**src/hdl/bcms_pkg.sv**
```systemverilog
// Shared types, constants and code tables for the CAN message segmenter.
`timescale 1ns / 1ps

package bcms_pkg;

    // Segment class codes carried on the input word
    typedef enum logic [1:0] {
        SEG_CLASS_9X = 2'd0,
        SEG_CLASS_AX = 2'd1,
        SEG_CLASS_8X = 2'd2
    } t_seg_class;

    localparam int          FRAME_BYTES    = 8;
    localparam logic [3:0]  FRAME_FULL     = 4'd8;
    localparam logic [7:0]  MAX_UNSEG_LEN  = 8'd6;
    localparam logic [2:0]  MARKER_SPAN    = 3'd7;
    localparam logic [2:0]  HEADER_SPAN    = 3'd3;
    localparam logic [3:0]  HEADER_BYTES   = 4'd4;
    localparam logic [3:0]  UNSEG_HDR      = 4'd2;

    // Classified input word, as queued between front and back end
    typedef struct packed {
        logic [7:0] payload;
        logic       byte_valid;
        logic       first;
        logic       last;
        logic       seg;
        logic       too_long;
        logic [7:0] msg_len;
        logic [7:0] func_idx;
        logic [7:0] func_type;
        logic [7:0] start_code;
        logic [7:0] cont_code;
    } t_op;

    // One outgoing frame
    typedef struct packed {
        logic [3:0]                       length;
        logic [FRAME_BYTES-1:0][7:0]      bytes;
        logic                             last;
    } t_frame;

    // Start code of a segmented message
    function automatic logic [7:0] start_code(input logic [1:0] cls);
        logic [7:0] code;
        unique case (cls)
            SEG_CLASS_9X: code = 8'h90;
            SEG_CLASS_AX: code = 8'hA0;
            SEG_CLASS_8X: code = 8'h80;
            default:      code = 8'h80;
        endcase
        return code;
    endfunction

    // Continuation code base (low nibble carries the sequence count)
    function automatic logic [7:0] cont_code(input logic [1:0] cls);
        logic [7:0] code;
        unique case (cls)
            SEG_CLASS_9X: code = 8'hD0;
            SEG_CLASS_AX: code = 8'hE0;
            SEG_CLASS_8X: code = 8'hC0;
            default:      code = 8'hC0;
        endcase
        return code;
    endfunction

endpackage

```
**src/hdl/bcms_front.sv**
```systemverilog
// Front end: accepts input words and decodes class codes and the drop condition.
`timescale 1ns / 1ps

module bcms_front
    import bcms_pkg::*;
(
    input  logic       i_valid,
    input  logic       i_q_full,
    input  logic [7:0] i_payload_byte,
    input  logic       i_byte_valid,
    input  logic       i_first_item,
    input  logic       i_last_item,
    input  logic [7:0] i_message_length,
    input  logic [7:0] i_function_index,
    input  logic [7:0] i_function_type,
    input  logic [1:0] i_segment_class,
    input  logic       i_segmented,
    output logic       o_ready,
    output logic       o_push,
    output t_op        o_op
);

    // Handshake: take a word whenever the queue has room
    assign o_ready = !i_q_full;
    assign o_push  = i_valid && !i_q_full;

    // Classification
    always_comb begin
        o_op.payload    = i_payload_byte;
        o_op.byte_valid = i_byte_valid;
        o_op.first      = i_first_item;
        o_op.last       = i_last_item;
        o_op.seg        = i_segmented;
        o_op.too_long   = i_message_length > MAX_UNSEG_LEN;
        o_op.msg_len    = i_message_length;
        o_op.func_idx   = i_function_index;
        o_op.func_type  = i_function_type;
        o_op.start_code = start_code(i_segment_class);
        o_op.cont_code  = cont_code(i_segment_class);
    end

endmodule

```
**src/hdl/bcms_fifo.sv**
```systemverilog
// Short queue of classified words between front and back end.
`timescale 1ns / 1ps

module bcms_fifo
    import bcms_pkg::*;
#(
    parameter int DEPTH = 4
) (
    input  logic i_clk,
    input  logic i_rst_n,
    input  logic i_push,
    input  t_op  i_op,
    input  logic i_pop,
    output t_op  o_op,
    output logic o_full,
    output logic o_empty
);

    localparam int AW = (DEPTH > 1) ? $clog2(DEPTH) : 1;
    localparam int CW = $clog2(DEPTH + 1);
    localparam logic [AW-1:0] LAST_IDX = AW'(DEPTH - 1);
    localparam logic [CW-1:0] FULL_CNT = CW'(DEPTH);

    t_op           r_mem [DEPTH];
    logic [AW-1:0] r_wr_ptr, n_wr_ptr;
    logic [AW-1:0] r_rd_ptr, n_rd_ptr;
    logic [CW-1:0] r_count,  n_count;
    logic          w_push, w_pop;

    assign o_full  = (r_count == FULL_CNT);
    assign o_empty = (r_count == '0);
    assign o_op    = r_mem[r_rd_ptr];
    assign w_push  = i_push && !o_full;
    assign w_pop   = i_pop && !o_empty;

    // Pointer and count update
    always_comb begin
        n_wr_ptr = r_wr_ptr;
        n_rd_ptr = r_rd_ptr;
        n_count  = r_count;
        if (w_push) begin
            n_wr_ptr = (r_wr_ptr == LAST_IDX) ? '0 : r_wr_ptr + 1'b1;
        end
        if (w_pop) begin
            n_rd_ptr = (r_rd_ptr == LAST_IDX) ? '0 : r_rd_ptr + 1'b1;
        end
        case ({w_push, w_pop})
            2'b10:   n_count = r_count + 1'b1;
            2'b01:   n_count = r_count - 1'b1;
            default: n_count = r_count;
        endcase
    end

    always_ff @(posedge i_clk) begin
        if (!i_rst_n) begin
            r_wr_ptr <= '0;
            r_rd_ptr <= '0;
            r_count  <= '0;
        end else begin
            r_wr_ptr <= n_wr_ptr;
            r_rd_ptr <= n_rd_ptr;
            r_count  <= n_count;
        end
    end

    // Storage
    always_ff @(posedge i_clk) begin
        if (w_push) begin
            r_mem[r_wr_ptr] <= i_op;
        end
    end

endmodule

```
**src/hdl/bcms_back.sv**
```systemverilog
// Back end: frame packing state, continuation insertion and frame output register.
`timescale 1ns / 1ps

module bcms_back
    import bcms_pkg::*;
(
    input  logic   i_clk,
    input  logic   i_rst_n,
    input  t_op    i_op,
    input  logic   i_op_valid,
    output logic   o_op_pop,
    output t_frame o_frame,
    output logic   o_frame_valid,
    input  logic   i_frame_ready
);

    // Packing state
    logic [7:0] r_buf [FRAME_BYTES];
    logic [3:0] r_fill;
    logic [2:0] r_bsm;
    logic [3:0] r_seq;
    logic [7:0] r_cc;
    logic       r_drop;

    // Output register
    logic       r_out_valid;
    t_frame     r_out;
    t_frame     n_out;

    // Working values for one word
    logic [7:0] v_buf  [FRAME_BYTES];
    logic [7:0] v_frm  [FRAME_BYTES];
    logic [7:0] v_push [2];
    logic [1:0] v_push_en;
    logic [3:0] v_fill;
    logic [2:0] v_bsm;
    logic [3:0] v_seq;
    logic [7:0] v_cc;
    logic       v_drop;
    logic       v_emit;
    logic [3:0] v_flen;
    logic       v_flast;
    logic       w_step;

    // One word per cycle while the output register can take a frame
    assign w_step        = i_op_valid && (!r_out_valid || i_frame_ready);
    assign o_op_pop      = w_step;
    assign o_frame       = r_out;
    assign o_frame_valid = r_out_valid;

    // Effect of one word on the packing state
    always_comb begin
        v_buf     = r_buf;
        v_frm     = r_buf;
        v_fill    = r_fill;
        v_bsm     = r_bsm;
        v_seq     = r_seq;
        v_cc      = r_cc;
        v_drop    = r_drop;
        v_emit    = 1'b0;
        v_flen    = FRAME_FULL;
        v_flast   = 1'b0;
        v_push[0] = i_op.payload;
        v_push[1] = i_op.payload;
        v_push_en = 2'b00;

        // Start of message
        if (i_op.first) begin
            v_fill = '0;
            v_bsm  = '0;
            v_seq  = '0;
            v_drop = 1'b0;
            if (i_op.seg) begin
                v_cc     = i_op.cont_code;
                v_buf[0] = i_op.start_code;
                v_buf[1] = i_op.msg_len;
                v_buf[2] = i_op.func_idx;
                v_buf[3] = i_op.func_type;
                v_fill   = HEADER_BYTES;
                v_bsm    = HEADER_SPAN;
            end else if (i_op.too_long) begin
                v_drop = 1'b1;
            end else begin
                v_buf[0] = i_op.func_idx;
                v_buf[1] = i_op.func_type;
                v_fill   = UNSEG_HDR;
            end
        end

        // Payload byte; segmented: a continuation byte opens each later frame
        if (!v_drop && i_op.byte_valid) begin
            if (i_op.seg) begin
                if (v_bsm == MARKER_SPAN) begin
                    v_push[0] = v_cc | {4'h0, v_seq};
                    v_push_en = 2'b11;
                    v_seq     = v_seq + 4'd1;
                    v_bsm     = '0;
                end else begin
                    v_push_en = 2'b01;
                end
                v_bsm = v_bsm + 3'd1;
                for (int k = 0; k < 2; k++) begin
                    if (v_push_en[k]) begin
                        if (v_fill >= FRAME_FULL) begin
                            v_fill = '0;
                        end
                        v_buf[v_fill[2:0]] = v_push[k];
                        v_fill = v_fill + 4'd1;
                        if (v_fill == FRAME_FULL) begin
                            v_emit = 1'b1;
                            v_frm  = v_buf;
                            v_flen = FRAME_FULL;
                            v_fill = '0;
                        end
                    end
                end
            end else if (v_fill < FRAME_FULL) begin
                v_buf[v_fill[2:0]] = i_op.payload;
                v_fill = v_fill + 4'd1;
            end
        end

        // End of message: mark or flush
        if (i_op.last) begin
            if (v_drop) begin
                v_drop = 1'b0;
            end else if (i_op.seg) begin
                if (v_emit) begin
                    v_flast = 1'b1;
                end else if (v_fill != '0) begin
                    v_emit  = 1'b1;
                    v_frm   = v_buf;
                    v_flen  = v_fill;
                    v_flast = 1'b1;
                end
                v_fill = '0;
            end else if (v_fill != '0) begin
                v_emit  = 1'b1;
                v_frm   = v_buf;
                v_flen  = v_fill;
                v_flast = 1'b1;
                v_fill  = '0;
            end
        end

        // Frame word, unused bytes zeroed
        n_out.length = v_flen;
        n_out.last   = v_flast;
        for (int j = 0; j < FRAME_BYTES; j++) begin
            n_out.bytes[j] = (4'(j) < v_flen) ? v_frm[j] : 8'h00;
        end
    end

    // Control state
    always_ff @(posedge i_clk) begin
        if (!i_rst_n) begin
            r_fill      <= '0;
            r_bsm       <= '0;
            r_seq       <= '0;
            r_cc        <= '0;
            r_drop      <= 1'b0;
            r_out_valid <= 1'b0;
        end else begin
            if (w_step) begin
                r_fill <= v_fill;
                r_bsm  <= v_bsm;
                r_seq  <= v_seq;
                r_cc   <= v_cc;
                r_drop <= v_drop;
            end
            if (w_step && v_emit) begin
                r_out_valid <= 1'b1;
            end else if (i_frame_ready) begin
                r_out_valid <= 1'b0;
            end
        end
    end

    // Frame buffer and output data
    always_ff @(posedge i_clk) begin
        if (w_step) begin
            r_buf <= v_buf;
        end
        if (w_step && v_emit) begin
            r_out <= n_out;
        end
    end

endmodule

```
**src/hdl/bap_can_message_segmenter_top.sv**
```systemverilog
// Top level of the CAN message segmenter: front end, word queue and frame packer.
//
//  channel   direction  handshake           payload
//  input     in         i_valid / o_ready   payload byte, flags, length, index, type, class
//  frames    out        o_valid / i_ready   frame length, eight frame bytes, last flag
//
// Sustained rate is one input word per cycle while the frame output is not stalled; each word yields at most one frame.
// A frame reaches the outputs by way of the queue write when its word is accepted
// and then the packer step into the output register.
// The packer steps only when the output register is empty or being drained, so
// output stalls back up through the queue to o_ready.
// Reset is synchronous and active low; no clearing pass is needed after it.
`timescale 1ns / 1ps

module bap_can_message_segmenter_top
    import bcms_pkg::*;
#(
    parameter int QUEUE_DEPTH = 4
) (
    input  logic       i_clk,
    input  logic       i_rst_n,
    input  logic       i_valid,
    output logic       o_ready,
    input  logic [7:0] i_payload_byte,
    input  logic       i_byte_valid,
    input  logic       i_first_item,
    input  logic       i_last_item,
    input  logic [7:0] i_message_length,
    input  logic [7:0] i_function_index,
    input  logic [7:0] i_function_type,
    input  logic [1:0] i_segment_class,
    input  logic       i_segmented,
    output logic       o_valid,
    input  logic       i_ready,
    output logic [3:0] o_frame_length,
    output logic [7:0] o_frame_byte0,
    output logic [7:0] o_frame_byte1,
    output logic [7:0] o_frame_byte2,
    output logic [7:0] o_frame_byte3,
    output logic [7:0] o_frame_byte4,
    output logic [7:0] o_frame_byte5,
    output logic [7:0] o_frame_byte6,
    output logic [7:0] o_frame_byte7,
    output logic       o_last_frame
);

    t_op    w_in_op;
    t_op    w_q_op;
    t_frame w_frame;
    logic   w_push;
    logic   w_pop;
    logic   w_q_full;
    logic   w_q_empty;

    // Front end
    bcms_front u_front (
        .i_valid          (i_valid),
        .i_q_full         (w_q_full),
        .i_payload_byte   (i_payload_byte),
        .i_byte_valid     (i_byte_valid),
        .i_first_item     (i_first_item),
        .i_last_item      (i_last_item),
        .i_message_length (i_message_length),
        .i_function_index (i_function_index),
        .i_function_type  (i_function_type),
        .i_segment_class  (i_segment_class),
        .i_segmented      (i_segmented),
        .o_ready          (o_ready),
        .o_push           (w_push),
        .o_op             (w_in_op)
    );

    // Word queue
    bcms_fifo #(
        .DEPTH (QUEUE_DEPTH)
    ) u_fifo (
        .i_clk   (i_clk),
        .i_rst_n (i_rst_n),
        .i_push  (w_push),
        .i_op    (w_in_op),
        .i_pop   (w_pop),
        .o_op    (w_q_op),
        .o_full  (w_q_full),
        .o_empty (w_q_empty)
    );

    // Frame packer
    bcms_back u_back (
        .i_clk         (i_clk),
        .i_rst_n       (i_rst_n),
        .i_op          (w_q_op),
        .i_op_valid    (!w_q_empty),
        .o_op_pop      (w_pop),
        .o_frame       (w_frame),
        .o_frame_valid (o_valid),
        .i_frame_ready (i_ready)
    );

    // Frame fields onto ports
    assign o_frame_length = w_frame.length;
    assign o_frame_byte0  = w_frame.bytes[0];
    assign o_frame_byte1  = w_frame.bytes[1];
    assign o_frame_byte2  = w_frame.bytes[2];
    assign o_frame_byte3  = w_frame.bytes[3];
    assign o_frame_byte4  = w_frame.bytes[4];
    assign o_frame_byte5  = w_frame.bytes[5];
    assign o_frame_byte6  = w_frame.bytes[6];
    assign o_frame_byte7  = w_frame.bytes[7];
    assign o_last_frame   = w_frame.last;

    // Frame length stays within one CAN frame
    a_len_range: assert property (@(posedge i_clk) disable iff (!i_rst_n)
        o_valid |-> (o_frame_length != 4'd0) && (o_frame_length <= FRAME_FULL))
        else $error("frame length out of range");

    // Only the closing frame of a message may be short
    a_short_is_last: assert property (@(posedge i_clk) disable iff (!i_rst_n)
        (o_valid && (o_frame_length != FRAME_FULL)) |-> o_last_frame)
        else $error("short frame without last flag");

    // An accepted word is in the queue on the next cycle
    a_push_lands: assert property (@(posedge i_clk) disable iff (!i_rst_n)
        (i_valid && o_ready) |=> !w_q_empty)
        else $error("accepted word lost from queue");

endmodule
```
**config.mk**
```make
export PLATFORM = sky130hd
export DESIGN_NAME = bap_can_message_segmenter_top
export DESIGN_NICKNAME = d
export VERILOG_FILES = /design/src/hdl/bcms_pkg.sv /design/src/hdl/bcms_front.sv /design/src/hdl/bcms_fifo.sv /design/src/hdl/bcms_back.sv /design/src/hdl/bap_can_message_segmenter_top.sv
export SDC_FILE = /design/constraint.sdc
export NUM_CORES = 1
export LEC_CHECK = 0
export BUFFER_PORTS_ARGS = -buffer_cell sky130_fd_sc_hd__buf_2
export CAP_MARGIN = 15
export CELL_PAD_IN_SITES_DETAIL_PLACEMENT = 0
export CELL_PAD_IN_SITES_GLOBAL_PLACEMENT = 2
export CORE_ASPECT_RATIO = 0.8
export CORE_MARGIN = 3
export CORE_UTILIZATION = 30
export CTS_BUF_LIST = sky130_fd_sc_hd__clkbuf_8 sky130_fd_sc_hd__clkbuf_16
export CTS_CLUSTER_DIAMETER = 200
export DETAILED_ROUTE_END_ITERATION = 10
export GPL_TIMING_DRIVEN = 0
export PLACE_DENSITY_LB_ADDON = 0.2
export SYNTH_ARGS = -nofsm -noshare
export SYNTH_HDL_FRONTEND = slang
export SYNTH_SLANG_ARGS = --single-unit
```
**constraint.sdc**
```tcl
create_clock -name i_clk -period 18.65 [get_ports i_clk]
set_clock_uncertainty 0.15 [all_clocks]
set_input_delay 2.7975 -clock i_clk [delete_from_list [all_inputs] [get_ports i_clk]]
set_output_delay 2.7975 -clock i_clk [all_outputs]
set_load 0.03 [all_outputs]
```
==> results of run 1 <==
## tightest hold or removal path, stage by stage, from the launching register on
cell and delay, ps:
sky130_fd_sc_hd__dfxtp_1 310, sky130_fd_sc_hd__nand2_1 50, sky130_fd_sc_hd__a21boi_0 60
## where the power goes
part	internal, mW	switching (mW)	total, mW
registers	1.12	0.0859	1.21
clock network	0.437	0.324	0.761
logic	0.703	1.58	2.28
## logic make-up (layout without fill, tap and decap cells)
family,after synthesis,after routing,synth area share [%]
xor gates and xnor gates,3,3,0.160
adders and majority gates,14,14,1.11
buffers and inverters,126,317,3.23
DFF,319,319,56.4
and+or+nand+nor,411,411,11.9
AOI/OAI and AO/OA,388,388,17.0
muxes,118,118,10.1
## metal layers
| layer | up-vias | GRT usage (%) |
|---|---|---|
| met5 | - | 0 |
| met2 | 465 | 30.9 |
| met3 | 78 | 3.93 |
| met1 | 6445 | 32.9 |
| met4 | 0 | 5.34 |
| li1 | 5758 | - |
## sequential cells by signal, indices dropped and copies added (netlist names), named ones only
name and cells:
u_fifo.r_mem 156, u_back.r_buf 64, u_back.r_seq 4, u_back.r_cc 8, u_fifo.r_count 3, u_back.o_frame 69, u_fifo.r_rd_ptr 2, u_fifo.r_wr_ptr 2
u_back.r_bsm 3, u_back.r_drop 1, u_back.o_frame_valid 1, u_back.r_fill 4
## worst min path at each step
| stage | slack [ps] | end | from | cells past startpoint |
|---|---|---|---|---|
| 6_report | 320 | u_back.r_cc[4]$_SDFFE_PN0P_ | u_back.r_cc[4]$_SDFFE_PN0P_ | 2 |
| 5_1_grt | 330 | u_back.r_cc[4]$_SDFFE_PN0P_ | u_back.r_cc[4]$_SDFFE_PN0P_ | 2 |
| 4_1_cts | 320 | u_back.r_cc[4]$_SDFFE_PN0P_ | u_back.r_cc[4]$_SDFFE_PN0P_ | 2 |
| 3_5_place_dp | 310 | u_back.r_cc[4]$_SDFFE_PN0P_ | u_back.r_cc[4]$_SDFFE_PN0P_ | 2 |
| 3_3_place_gp | 300 | u_back.r_cc[6]$_SDFFE_PN0P_ | u_back.r_cc[6]$_SDFFE_PN0P_ | 1 |
| 2_1_floorplan | 290 | u_back.r_cc[6]$_SDFFE_PN0P_ | u_back.r_cc[6]$_SDFFE_PN0P_ | 1 |
## cell usage in the layout, fill, tap and decap left out, types with 14 or more instances in the layout
cell type / count
sky130_fd_sc_hd__edfxtp_1: 289
sky130_fd_sc_hd__buf_2: 135
sky130_fd_sc_hd__nand2_1: 123
sky130_fd_sc_hd__nor2_1: 121
sky130_fd_sc_hd__a21oi_1: 72
sky130_fd_sc_hd__mux2i_1: 66
sky130_fd_sc_hd__clkbuf_1: 63
sky130_fd_sc_hd__o21ai_0: 57
sky130_fd_sc_hd__nor3_1: 40
sky130_fd_sc_hd__a211oi_1: 39
sky130_fd_sc_hd__clkbuf_16: 39
sky130_fd_sc_hd__mux4_2: 36
sky130_fd_sc_hd__o211ai_1: 36
sky130_fd_sc_hd__dfxtp_1: 30
sky130_fd_sc_hd__inv_1: 27
sky130_fd_sc_hd__o22ai_1: 27
sky130_fd_sc_hd__nor2b_1: 23
sky130_fd_sc_hd__a221o_1: 20
sky130_fd_sc_hd__mux2_2: 14
## area by class of cell
class	count	share of cell area [%]
plain buffers	102	2.28
clock buffers	41	5.18
clock inverters	27	1.44
inverters	24	0.490
multi-input cells	934	34.3
flip-flops and latches	319	47.9
well taps	702	4.53
repair buffers	123	3.92
==> results.sh, run 1 <==
export IMPL_clk_latency_ps=580
export IMPL_nNetsFinal=1598
export IMPL_worst_hold_path_type="flip-flop to flip-flop"
export IMPL_setup_worst_path_end="u_back.o_frame[23]$_SDFFCE_PP0P_"
export IMPL_route_vias_total=12700
export IMPL_synth_avg_cell_area_um2=11.9
export IMPL_post_dp_hpwl_um=45200
export IMPL_p_total_mw=4.25
export IMPL_cts_buffers=38
export IMPL_final_design_area_no_fill_um2=19400
export IMPL_finalHoldWorstSlack_ps=317
export IMPL_leakagePower_nw=6.62
export IMPL_post_route_util_pct=35.9
export IMPL_maximum_number_of_pins_on_one_net_before_global_route_repair=46
export IMPL_clk_path_buf_depth=3
export IMPL_detail_route_iter0_violations=1376
export IMPL_globalRouteOverflowTotal=0
export IMPL_irDropWorstVdd_v=0.0000777
export IMPL_total_nets_after_synthesis=1435
export IMPL_layout_min_cycle_time_ps=7880
export IMPL_total_wirelength_um=62200
export IMPL_die_area_um2=57700
export IMPL_die_height_um=215
export IMPL_crit_path_max_incr_delay_ps=780
export IMPL_multi_input_area_um2=6650
export IMPL_setup_worst_path_start_class="flip-flop"
export IMPL_post_cts_hold_buffer_count=0
export IMPL_global_route_usage_over_all_layers_pct=21.4
export IMPL_netlist_cell_type_count=84
export IMPL_synth_area_um2=16400
export IMPL_detail_route_vias_per_cell=5.61
export IMPL_number_of_synthesized_flops_with_an_enable_pin=289
export IMPL_outcome="finished, final reports clean"
export IMPL_reg2reg_setup_slack_ps=10770
export IMPL_max_cap_viol=0
export IMPL_cts_sink_count=319
export IMPL_yosys_area_top_type="sky130_fd_sc_hd__edfxtp_1"
export IMPL_critical_path_cell_count=24
export IMPL_initial_utilization_pct=30.4
export IMPL_cts_post_setup_buffers_inserted=0
export IMPL_cp_arrival_ps=7940
export IMPL_maximum_level_of_the_cts_h_tree=2
export IMPL_synth_async_reset_ratio_pct=0
export IMPL_wire_length_of_the_first_global_routing_pass_um=89300
export IMPL_synth_top_cells_by_area="sky130_fd_sc_hd__edfxtp_1 53%, sky130_fd_sc_hd__mux4_2 4.9%, sky130_fd_sc_hd__mux2i_1 4.1%, sky130_fd_sc_hd__dfxtp_1 3.7%, sky130_fd_sc_hd__nand2_1 2.8%"
export IMPL_placed_area_um2=18100
export IMPL_num_antenna_cells=0
export IMPL_fmax_ghz=0.127
export IMPL_cpLargestDelayFamily="buffers and inverters"
export IMPL_io_pin_count=113
export IMPL_endpoint_kind="flip-flop"
export IMPL_synth_common_cells="289 x sky130_fd_sc_hd__edfxtp_1, 123 x sky130_fd_sc_hd__nand2_1, 121 x sky130_fd_sc_hd__nor2_1"
export IMPL_worst_setup_hold_path_clk_slew_ps=60
export IMPL_portBuffers=112
export IMPL_detailroute_wirelength_met2_um=26300
export IMPL_tritoncts="done"
export IMPL_count_leader_synth="sky130_fd_sc_hd__edfxtp_1"
export IMPL_setup_viol=0
export IMPL_crit_path_frequent_cell="sky130_fd_sc_hd__clkbuf_1"
export IMPL_post_cts_resize_count=0
export IMPL_wl_met3_um=4340
export IMPL_area_growth_syn_to_layout_pct=17.9
export IMPL_m1WireLength_um=30300
export IMPL_critical_path_slowest_cell="sky130_fd_sc_hd__clkbuf_1"
export IMPL_timing_final_crit_share_pct=42.3
export IMPL_ys_warnings_count=0
export IMPL_netlist_instances=1379
export IMPL_tightest_slew_ps=1150
export IMPL_classification_of_the_worst_setup_path="flip-flop to flip-flop"
export IMPL_synth_largest_type_area_fraction_pct=52.8
export IMPL_drv_slew=0
export IMPL_routedWlPerCell_um=27.4
export IMPL_finalNonFillerCells=2272
export IMPL_reg2regPathDepth=24
export IMPL_hold_viol=0
export IMPL_setup_ws_ps=10770
export IMPL_fillCellCount=5348
export IMPL_highest_signal_layer="met4"
export IMPL_timing_rr_end="u_back.o_frame[23]$_SDFFCE_PP0P_"
export IMPL_drcViolationCount=0
export IMPL_power_per_cell_area_nw_per_um2=219
export IMPL_final_seq_area_um2=9280
export IMPL_setup_tns_ps=0
export IMPL_ys_dominant_reg_cell="sky130_fd_sc_hd__edfxtp_1"
export IMPL_drt_pass1_iterations=5
export IMPL_root_buffer_cell="sky130_fd_sc_hd__clkbuf_16"
export IMPL_crit_fanout=10
export IMPL_dpl_cell_count=2203
export IMPL_ys_seq_elements=319
export IMPL_gp_routability_congestion=0.948
export IMPL_vias_in_the_first_global_route=12300
export IMPL_critPathRequiredTime_ps=18710
export IMPL_synth_seq_area_share_pct=56.4
export IMPL_maxSlewHeadroom_pct=21.0
export IMPL_worst_path_buf_inv=11
export IMPL_rsz0062_at_grt="false"
export IMPL_core_area_um2=54000
export IMPL_place_ws_ps=10970
export IMPL_final_antenna_net_count=0
export IMPL_critical_path_cell_chain="buf_6, mux4_2, buf_4, buf_6, buf_2, buf_2, clkbuf_1, nor2b_1, ha_1, clkbuf_1, nand4b_1, or2_1, buf_6, o21ai_2, inv_2, ha_1, nor3b_1, o21ai_0, nand2_1, or3b_1, clkbuf_1, o31ai_4, clkbuf_1, a311oi_1"
export IMPL_final_layout_size_suffix_gt1_share_pct=18.6
export IMPL_initial_antenna_violation_count=2
export IMPL_num_rows=76
export IMPL_chipWidth_um=268
Note: power is estimated with default switching activity, not from simulation.
==> run 2: changes to the inputs <==
--- a/config.mk
+++ b/config.mk
@@ -5,6 +5,7 @@
 export SDC_FILE = /design/constraint.sdc
 export NUM_CORES = 1
 export LEC_CHECK = 0
+export ABC_AREA = 1
 export BUFFER_PORTS_ARGS = -buffer_cell sky130_fd_sc_hd__buf_2
 export CAP_MARGIN = 15
 export CELL_PAD_IN_SITES_DETAIL_PLACEMENT = 0
==> constraint.sdc (replaced) <==
create_clock -name i_clk -period 7.95 [get_ports i_clk]
set_clock_uncertainty 0.15 [all_clocks]
set_input_delay 1.1925 -clock i_clk [delete_from_list [all_inputs] [get_ports i_clk]]
set_output_delay 1.1925 -clock i_clk [all_outputs]
set_load 0.03 [all_outputs]
==> run 2 against run 1 <==
Effect of this change:
- largest cell class unchanged
- flip-flop and latch count stayed put
- hold slack got worse by 12 ps
- highest routed layer unchanged
- final cell count up 55%
- register-to-register slack worse by 8600 ps
- die area is 17% higher
- wire length grew 34%
- core utilization decreased by 0.49 points
- worst setup slack got worse by 8600 ps
==> results.sh, run 2 <==
export IMPL_wire_length_of_the_first_global_routing_pass_um=120000
export IMPL_synth_top_cells_by_area="sky130_fd_sc_hd__edfxtp_1 45%, sky130_fd_sc_hd__nand2_1 15%, sky130_fd_sc_hd__o21ai_0 6.7%, sky130_fd_sc_hd__inv_1 4.3%, sky130_fd_sc_hd__nand3_1 3.8%"
export IMPL_post_cts_hold_buffer_count=0
export IMPL_synth_common_cells="782 x sky130_fd_sc_hd__nand2_1, 289 x sky130_fd_sc_hd__edfxtp_1, 258 x sky130_fd_sc_hd__o21ai_0"
export IMPL_die_area_um2=67600
export IMPL_initial_utilization_pct=30.6
export IMPL_gr_usage_met1_pct=37.4
export IMPL_setup_tns_ps=0
export IMPL_post_dp_hpwl_um=61200
export IMPL_global_route_usage_over_all_layers_pct=24.1
export IMPL_rsz0062_at_grt="false"
export IMPL_max_cap_viol=0
export IMPL_globalRouteOverflowTotal=0
export IMPL_cp_arrival_ps=5890
export IMPL_crit_fanout=45
export IMPL_ys_warnings_count=0
export IMPL_setup_ws_ps=2140
export IMPL_drcViolationCount=0
export IMPL_fmax_ghz=0.172
export IMPL_post_route_util_pct=35.4
export IMPL_worst_setup_hold_path_clk_slew_ps=60
export IMPL_synth_area_um2=19300
export IMPL_synth_largest_type_area_fraction_pct=44.9
export IMPL_die_height_um=233
export IMPL_ys_dominant_reg_cell="sky130_fd_sc_hd__edfxtp_1"
export IMPL_portBuffers=112
export IMPL_area_growth_syn_to_layout_pct=15.7
export IMPL_synth_seq_area_share_pct=48.0
export IMPL_yosys_area_top_type="sky130_fd_sc_hd__edfxtp_1"
export IMPL_post_cts_resize_count=0
export IMPL_netlist_cell_type_count=48
export IMPL_final_layout_size_suffix_gt1_share_pct=12.0
export IMPL_detail_route_iter0_violations=1888
export IMPL_gr_usage_met2_pct=34.2
export IMPL_endpoint_kind="flip-flop"
export IMPL_hold_viol=0
export IMPL_number_of_synthesized_flops_with_an_enable_pin=289
export IMPL_tightest_slew_ps=1160
export IMPL_final_antenna_net_count=0
export IMPL_critPathRequiredTime_ps=8030
export IMPL_root_buffer_cell="sky130_fd_sc_hd__clkbuf_16"
export IMPL_maximum_number_of_pins_on_one_net_before_global_route_repair=46
export IMPL_mostFrequentLayoutCell="sky130_fd_sc_hd__nand2_1"
export IMPL_gp_routability_congestion=0.942
export IMPL_routedWlPerCell_um=23.6
export IMPL_worst_hold_path_type="flip-flop to flip-flop"
export IMPL_num_antenna_cells=0
export IMPL_groute_layer_met3_usage_pct=4.08
export IMPL_setup_worst_path_start_class="flip-flop"
export IMPL_cts_buffers=38
export IMPL_route_vias_total=18500
export IMPL_nNetsFinal=2719
export IMPL_classification_of_the_worst_setup_path="flip-flop to flip-flop"
export IMPL_synth_async_reset_ratio_pct=0
export IMPL_cts_post_setup_buffers_inserted=0
export IMPL_setup_viol=0
export IMPL_clk_path_buf_depth=3
export IMPL_io_pin_count=113
export IMPL_maximum_level_of_the_cts_h_tree=2
export IMPL_maxSlewHeadroom_pct=22.8
export IMPL_drv_slew=0
export IMPL_core_area_um2=63200
export IMPL_regMostFlops="u_fifo.r_mem"
export IMPL_cts_sink_count=319
export IMPL_synth_avg_cell_area_um2=7.73
export IMPL_timing_final_crit_share_pct=73.1
export IMPL_num_rows=82
export IMPL_total_wirelength_um=83300
export IMPL_tritoncts="done"
export IMPL_globalRoute_busiestLayer="met1"
export IMPL_detail_route_vias_per_cell=5.24
export IMPL_chipWidth_um=290
export IMPL_largest_reg_flops=156
export IMPL_dpl_cell_count=3463
export IMPL_ys_seq_elements=319
export IMPL_clk_latency_ps=570
export IMPL_drt_pass1_iterations=6
export IMPL_finalNonFillerCells=3530
export IMPL_netlist_instances=2502
export IMPL_initial_antenna_violation_count=6
export IMPL_place_ws_ps=2230
export IMPL_layout_min_cycle_time_ps=5810
export IMPL_outcome="finished, final reports clean"
export IMPL_layout_cells_most_common_list="782 x sky130_fd_sc_hd__nand2_1, 289 x sky130_fd_sc_hd__edfxtp_1, 258 x sky130_fd_sc_hd__o21ai_0"
export IMPL_vias_in_the_first_global_route=16900
export IMPL_total_nets_after_synthesis=2558
export IMPL_count_leader_synth="sky130_fd_sc_hd__nand2_1"
[run 2: cell types whose count changed after synthesis, moves of 23 or more]
cell | previous run | this run
sky130_fd_sc_hd__mux2i_1 | 67 | 0
sky130_fd_sc_hd__o21ai_1 | 3 | 44
sky130_fd_sc_hd__mux4_2 | 36 | 0
sky130_fd_sc_hd__nor2b_1 | 23 | 0
sky130_fd_sc_hd__inv_1 | 22 | 221
sky130_fd_sc_hd__nor3_1 | 40 | 5
sky130_fd_sc_hd__nor2_1 | 121 | 191
sky130_fd_sc_hd__o211ai_1 | 36 | 79
sky130_fd_sc_hd__o21ai_0 | 57 | 258
sky130_fd_sc_hd__nand2_1 | 123 | 782
sky130_fd_sc_hd__a211oi_1 | 39 | 2
sky130_fd_sc_hd__a21oi_1 | 75 | 131
sky130_fd_sc_hd__nand3_1 | 13 | 147
[run 2: path summary, 6_finish.rpt]
check / from / cells after the start / slack [ps] / end
worst min register to register: u_back.r_cc[4]$_SDFFE_PN0P_ / 2 / 300 / u_back.r_cc[4]$_SDFFE_PN0P_
worst min-delay path: u_back.r_cc[4]$_SDFFE_PN0P_ / 2 / 300 / u_back.r_cc[4]$_SDFFE_PN0P_
worst max-delay path: flip-flop / 21 / 2140 / u_back.o_frame[42]$_SDFFCE_PP0P_
worst max register to register: flip-flop / 21 / 2140 / u_back.o_frame[42]$_SDFFCE_PP0P_
[run 2: layout make-up]
cell class	count	area, µm²
inverters	237	892
fillers	6698	40800
plain buffers	150	716
flip-flops and latches	319	9280
clock buffers	38	951
well taps	840	1050
clock inverters	29	258
multi-input cells	1796	8500
repair buffers	121	729
[run 2: per-layer routing]
| layer | vias up | wire, µm |
|---|---|---|
| met3 | 109 | 6030 |
| met4 | 0 | 1960 |
| met2 | 715 | 33500 |
| li1 | 8708 | - |
| met5 | - | 0 |
| met1 | 8951 | 41800 |
[run 2: critical path, stage by stage, from the launching register on]
cell and delay, ps:
sky130_fd_sc_hd__dfxtp_1 390, sky130_fd_sc_hd__buf_4 200, sky130_fd_sc_hd__nand2_1 60, sky130_fd_sc_hd__nand3_1 100
sky130_fd_sc_hd__nand2_2 120, sky130_fd_sc_hd__buf_6 170, sky130_fd_sc_hd__nand2_1 340, sky130_fd_sc_hd__inv_1 220
sky130_fd_sc_hd__ha_1 280, sky130_fd_sc_hd__clkinv_1 150, sky130_fd_sc_hd__clkbuf_1 600, sky130_fd_sc_hd__ha_1 270
sky130_fd_sc_hd__inv_1 60, sky130_fd_sc_hd__nor2_2 150, sky130_fd_sc_hd__nand3_2 300, sky130_fd_sc_hd__a21oi_1 500
sky130_fd_sc_hd__buf_2 380, sky130_fd_sc_hd__nand2_1 100, sky130_fd_sc_hd__nand2_1 100, sky130_fd_sc_hd__nand2_1 100
sky130_fd_sc_hd__inv_4 360, sky130_fd_sc_hd__buf_16 280
[run 2: cells by family after synthesis]
logic type	count (synthesis)	synth area share [%]
adders and majority gates	14	0.945
AOI/OAI and AO/OA	588	17.2
xor gates and xnor gates	4	0.181
DFF	319	48.0
and+or+nand+nor	1190	25.4
buffers and inverters	387	8.28
[run 2: per-stage QoR]
step / instance area, µm² / hold slack, ps
floorplan: 19300 / 274
global placement: 20900 / 295
detailed placement: 21200 / 296
CTS: 22400 / 308
global route: 22400 / 327
finish: 22400 / 305
Power of run 2 is left out: the tool's default activity adds up to more than one toggle a clock period on the data nets, which glitch-free logic cannot reach.
==> run 3: changes to the inputs <==
--- a/config.mk
+++ b/config.mk
@@ -5,7 +5,7 @@
 export SDC_FILE = /design/constraint.sdc
 export NUM_CORES = 1
 export LEC_CHECK = 0
-export ABC_AREA = 1
+export ABC_AREA = 0
 export BUFFER_PORTS_ARGS = -buffer_cell sky130_fd_sc_hd__buf_2
 export CAP_MARGIN = 15
 export CELL_PAD_IN_SITES_DETAIL_PLACEMENT = 0
==> constraint.sdc (replaced) <==
create_clock -name i_clk -period 5.3 [get_ports i_clk]
set_clock_uncertainty 0.15 [all_clocks]
set_input_delay 0.795 -clock i_clk [delete_from_list [all_inputs] [get_ports i_clk]]
set_output_delay 0.795 -clock i_clk [all_outputs]
set_load 0.03 [all_outputs]
==> run 3 against run 2 <==
Effect of this change:
- wire length shrank 23%
- first-iteration DRC count down 22%
- via count down 28%
- die area decreased by 15%
- fmax up 13%
- critical endpoint is now u_back.o_frame[22]$_SDFFCE_PP0P_
- count of clock-buffer cells in the layout decreased by 2
==> results.sh, run 3 (synthesis results as in run 1) <==
export IMPL_route_vias_total=13200
export IMPL_timing_final_crit_share_pct=96.9
export IMPL_layout_min_cycle_time_ps=5140
export IMPL_setup_viol=0
export IMPL_wire_length_of_the_first_global_routing_pass_um=93000
export IMPL_chipWidth_um=268
export IMPL_wl_met3_um=4430
export IMPL_vias_in_the_first_global_route=12700
export IMPL_area_growth_syn_to_layout_pct=24.2
export IMPL_final_layout_size_suffix_gt1_share_pct=25.8
export IMPL_clk_path_buf_depth=3
export IMPL_detailroute_wirelength_met2_um=27900
export IMPL_die_height_um=215
export IMPL_fmax_ghz=0.195
export IMPL_finalNonFillerCells=2322
export IMPL_crit_path_frequent_cell="sky130_fd_sc_hd__buf_4"
export IMPL_worstHoldStart="i_function_type[5]"
export IMPL_regMostFlops="u_fifo.r_mem"
export IMPL_worst_hold_path_type="input pin to flip-flop"
export IMPL_globalRouteOverflowTotal=0
export IMPL_detail_route_vias_per_cell=5.70
export IMPL_root_buffer_cell="sky130_fd_sc_hd__clkbuf_16"
export IMPL_crit_path_max_incr_delay_ps=620
export IMPL_outcome="finished, final reports clean"
export IMPL_maximum_number_of_pins_on_one_net_before_global_route_repair=50
export IMPL_drcViolationCount=0
export IMPL_max_cap_viol=0
export IMPL_io_pin_count=113
export IMPL_critical_path_slowest_cell="sky130_fd_sc_hd__nor3_2"
export IMPL_setup_ws_ps=164
export IMPL_initial_utilization_pct=30.4
export IMPL_setup_worst_path_start_class="flip-flop"
export IMPL_routedWlPerCell_um=27.7
export IMPL_layout_cells_most_common_list="289 x sky130_fd_sc_hd__edfxtp_1, 126 x sky130_fd_sc_hd__buf_2, 122 x sky130_fd_sc_hd__nand2_1"
export IMPL_clk_latency_ps=560
export IMPL_initial_antenna_violation_count=2
export IMPL_drt_pass1_iterations=6
export IMPL_place_ws_ps=-1960
export IMPL_leakagePower_nw=7.05
export IMPL_core_area_um2=54000
export IMPL_power_per_cell_area_nw_per_um2=780
export IMPL_cts_buffers=36
export IMPL_final_design_area_no_fill_um2=20400
export IMPL_cp_arrival_ps=5260
export IMPL_gp_routability_congestion=0.925
export IMPL_cts_sink_count=319
export IMPL_placed_area_um2=18200
export IMPL_drv_slew=0
export IMPL_total_wirelength_um=64400
export IMPL_detail_route_iter0_violations=1464
export IMPL_endpoint_kind="flip-flop"
export IMPL_irDropWorstVdd_v=0.000364
export IMPL_global_route_usage_over_all_layers_pct=22.2
export IMPL_nNetsFinal=1651
export IMPL_post_dp_hpwl_um=45200
export IMPL_crit_fanout=8
export IMPL_maximum_level_of_the_cts_h_tree=2
export IMPL_hold_viol=0
export IMPL_highest_signal_layer="met4"
export IMPL_tritoncts="done"
export IMPL_largest_reg_flops=156
export IMPL_critPathRequiredTime_ps=5420
export IMPL_dpl_cell_count=2203
export IMPL_finalHoldWorstSlack_ps=299
export IMPL_mostFrequentLayoutCell="sky130_fd_sc_hd__edfxtp_1"
export IMPL_die_area_um2=57700
export IMPL_maxSlewHeadroom_pct=23.5
export IMPL_final_antenna_net_count=0
export IMPL_num_rows=76
export IMPL_worst_setup_hold_path_clk_slew_ps=60
export IMPL_m1WireLength_um=30800
export IMPL_tightest_slew_ps=1150
export IMPL_classification_of_the_worst_setup_path="flip-flop to flip-flop"
export IMPL_p_total_mw=15.9
export IMPL_portBuffers=112
-- run 3: cell count changes in the layout (fill, tap and decap cells not counted), sizes merged, moves of 43 or more --
cell	previous run	this run
nor2	205	122
inv	244	31
nand3	153	13
mux2i	0	68
nand2	801	123
o211ai	79	36
a21oi	132	76
o21ai	309	61
-- run 3: worst max-delay path, delay by kind of cell (launching register included) --
kind                       cells  cell delay (ps)
DFF                            1              340
AOI/OAI and AO/OA              3              530
buffers and inverters         14             1770
and+or+nand+nor                6             1360
adders and majority gates      1              170
muxes                          1              560
-- run 3: what timing repair did --
item | 4_1_cts | 5_1_grt
endpoints found under the setup margin | 208 | 136
setup buffers | 58 | 8
pin swaps | 10 | 11
gates cloned | 3 | 0
resized for setup | 78 | 74
hold buffers | 0 | 0
-- run 3: worst paths after layout --
kind,end,slack (ps),cells past startpoint
min,u_fifo.r_mem[3][17]$_DFFE_PP_,300,1
max,u_back.o_frame[22]$_SDFFCE_PP0P_,160,25
max reg2reg,u_back.o_frame[22]$_SDFFCE_PP0P_,160,25
min reg2reg,u_back.r_cc[0]$_SDFFE_PN0P_,330,1
-- run 3: per-layer routing --
metal / track usage, % / vias to the layer above
met5: 0 / -
met2: 32.6 / 536
li1: - / 5860
met1: 34.3 / 6756
met4: 4.91 / 0
met3: 3.54 / 75
-- run 3: cell type report --
type,count,area [µm²]
diodes,2,5.00
plain buffers,89,536
clock buffers,36,901
clock inverters,25,292
fillers,5296,33600
inverters,24,96.3
multi-input cells,934,7030
flip-flops and latches,319,9280
well taps,702,878
repair buffers,190,1390
repair inverters,1,7.51
-- run 3: power by group --
part           total, mW  internal [mW]  switching (mW)
sequential          4.26           3.94           0.314
combinational       9.10           3.16            5.94
clock               2.57           1.53            1.04
-- run 3: stage by stage --
stage,utilization [%],TNS (ps)
after floorplan,-,-48040
final,37.8,0
after global placement,33.3,-335780
after global routing,37.8,-27.5
after detailed placement,33.6,-264150
after CTS,37.3,0
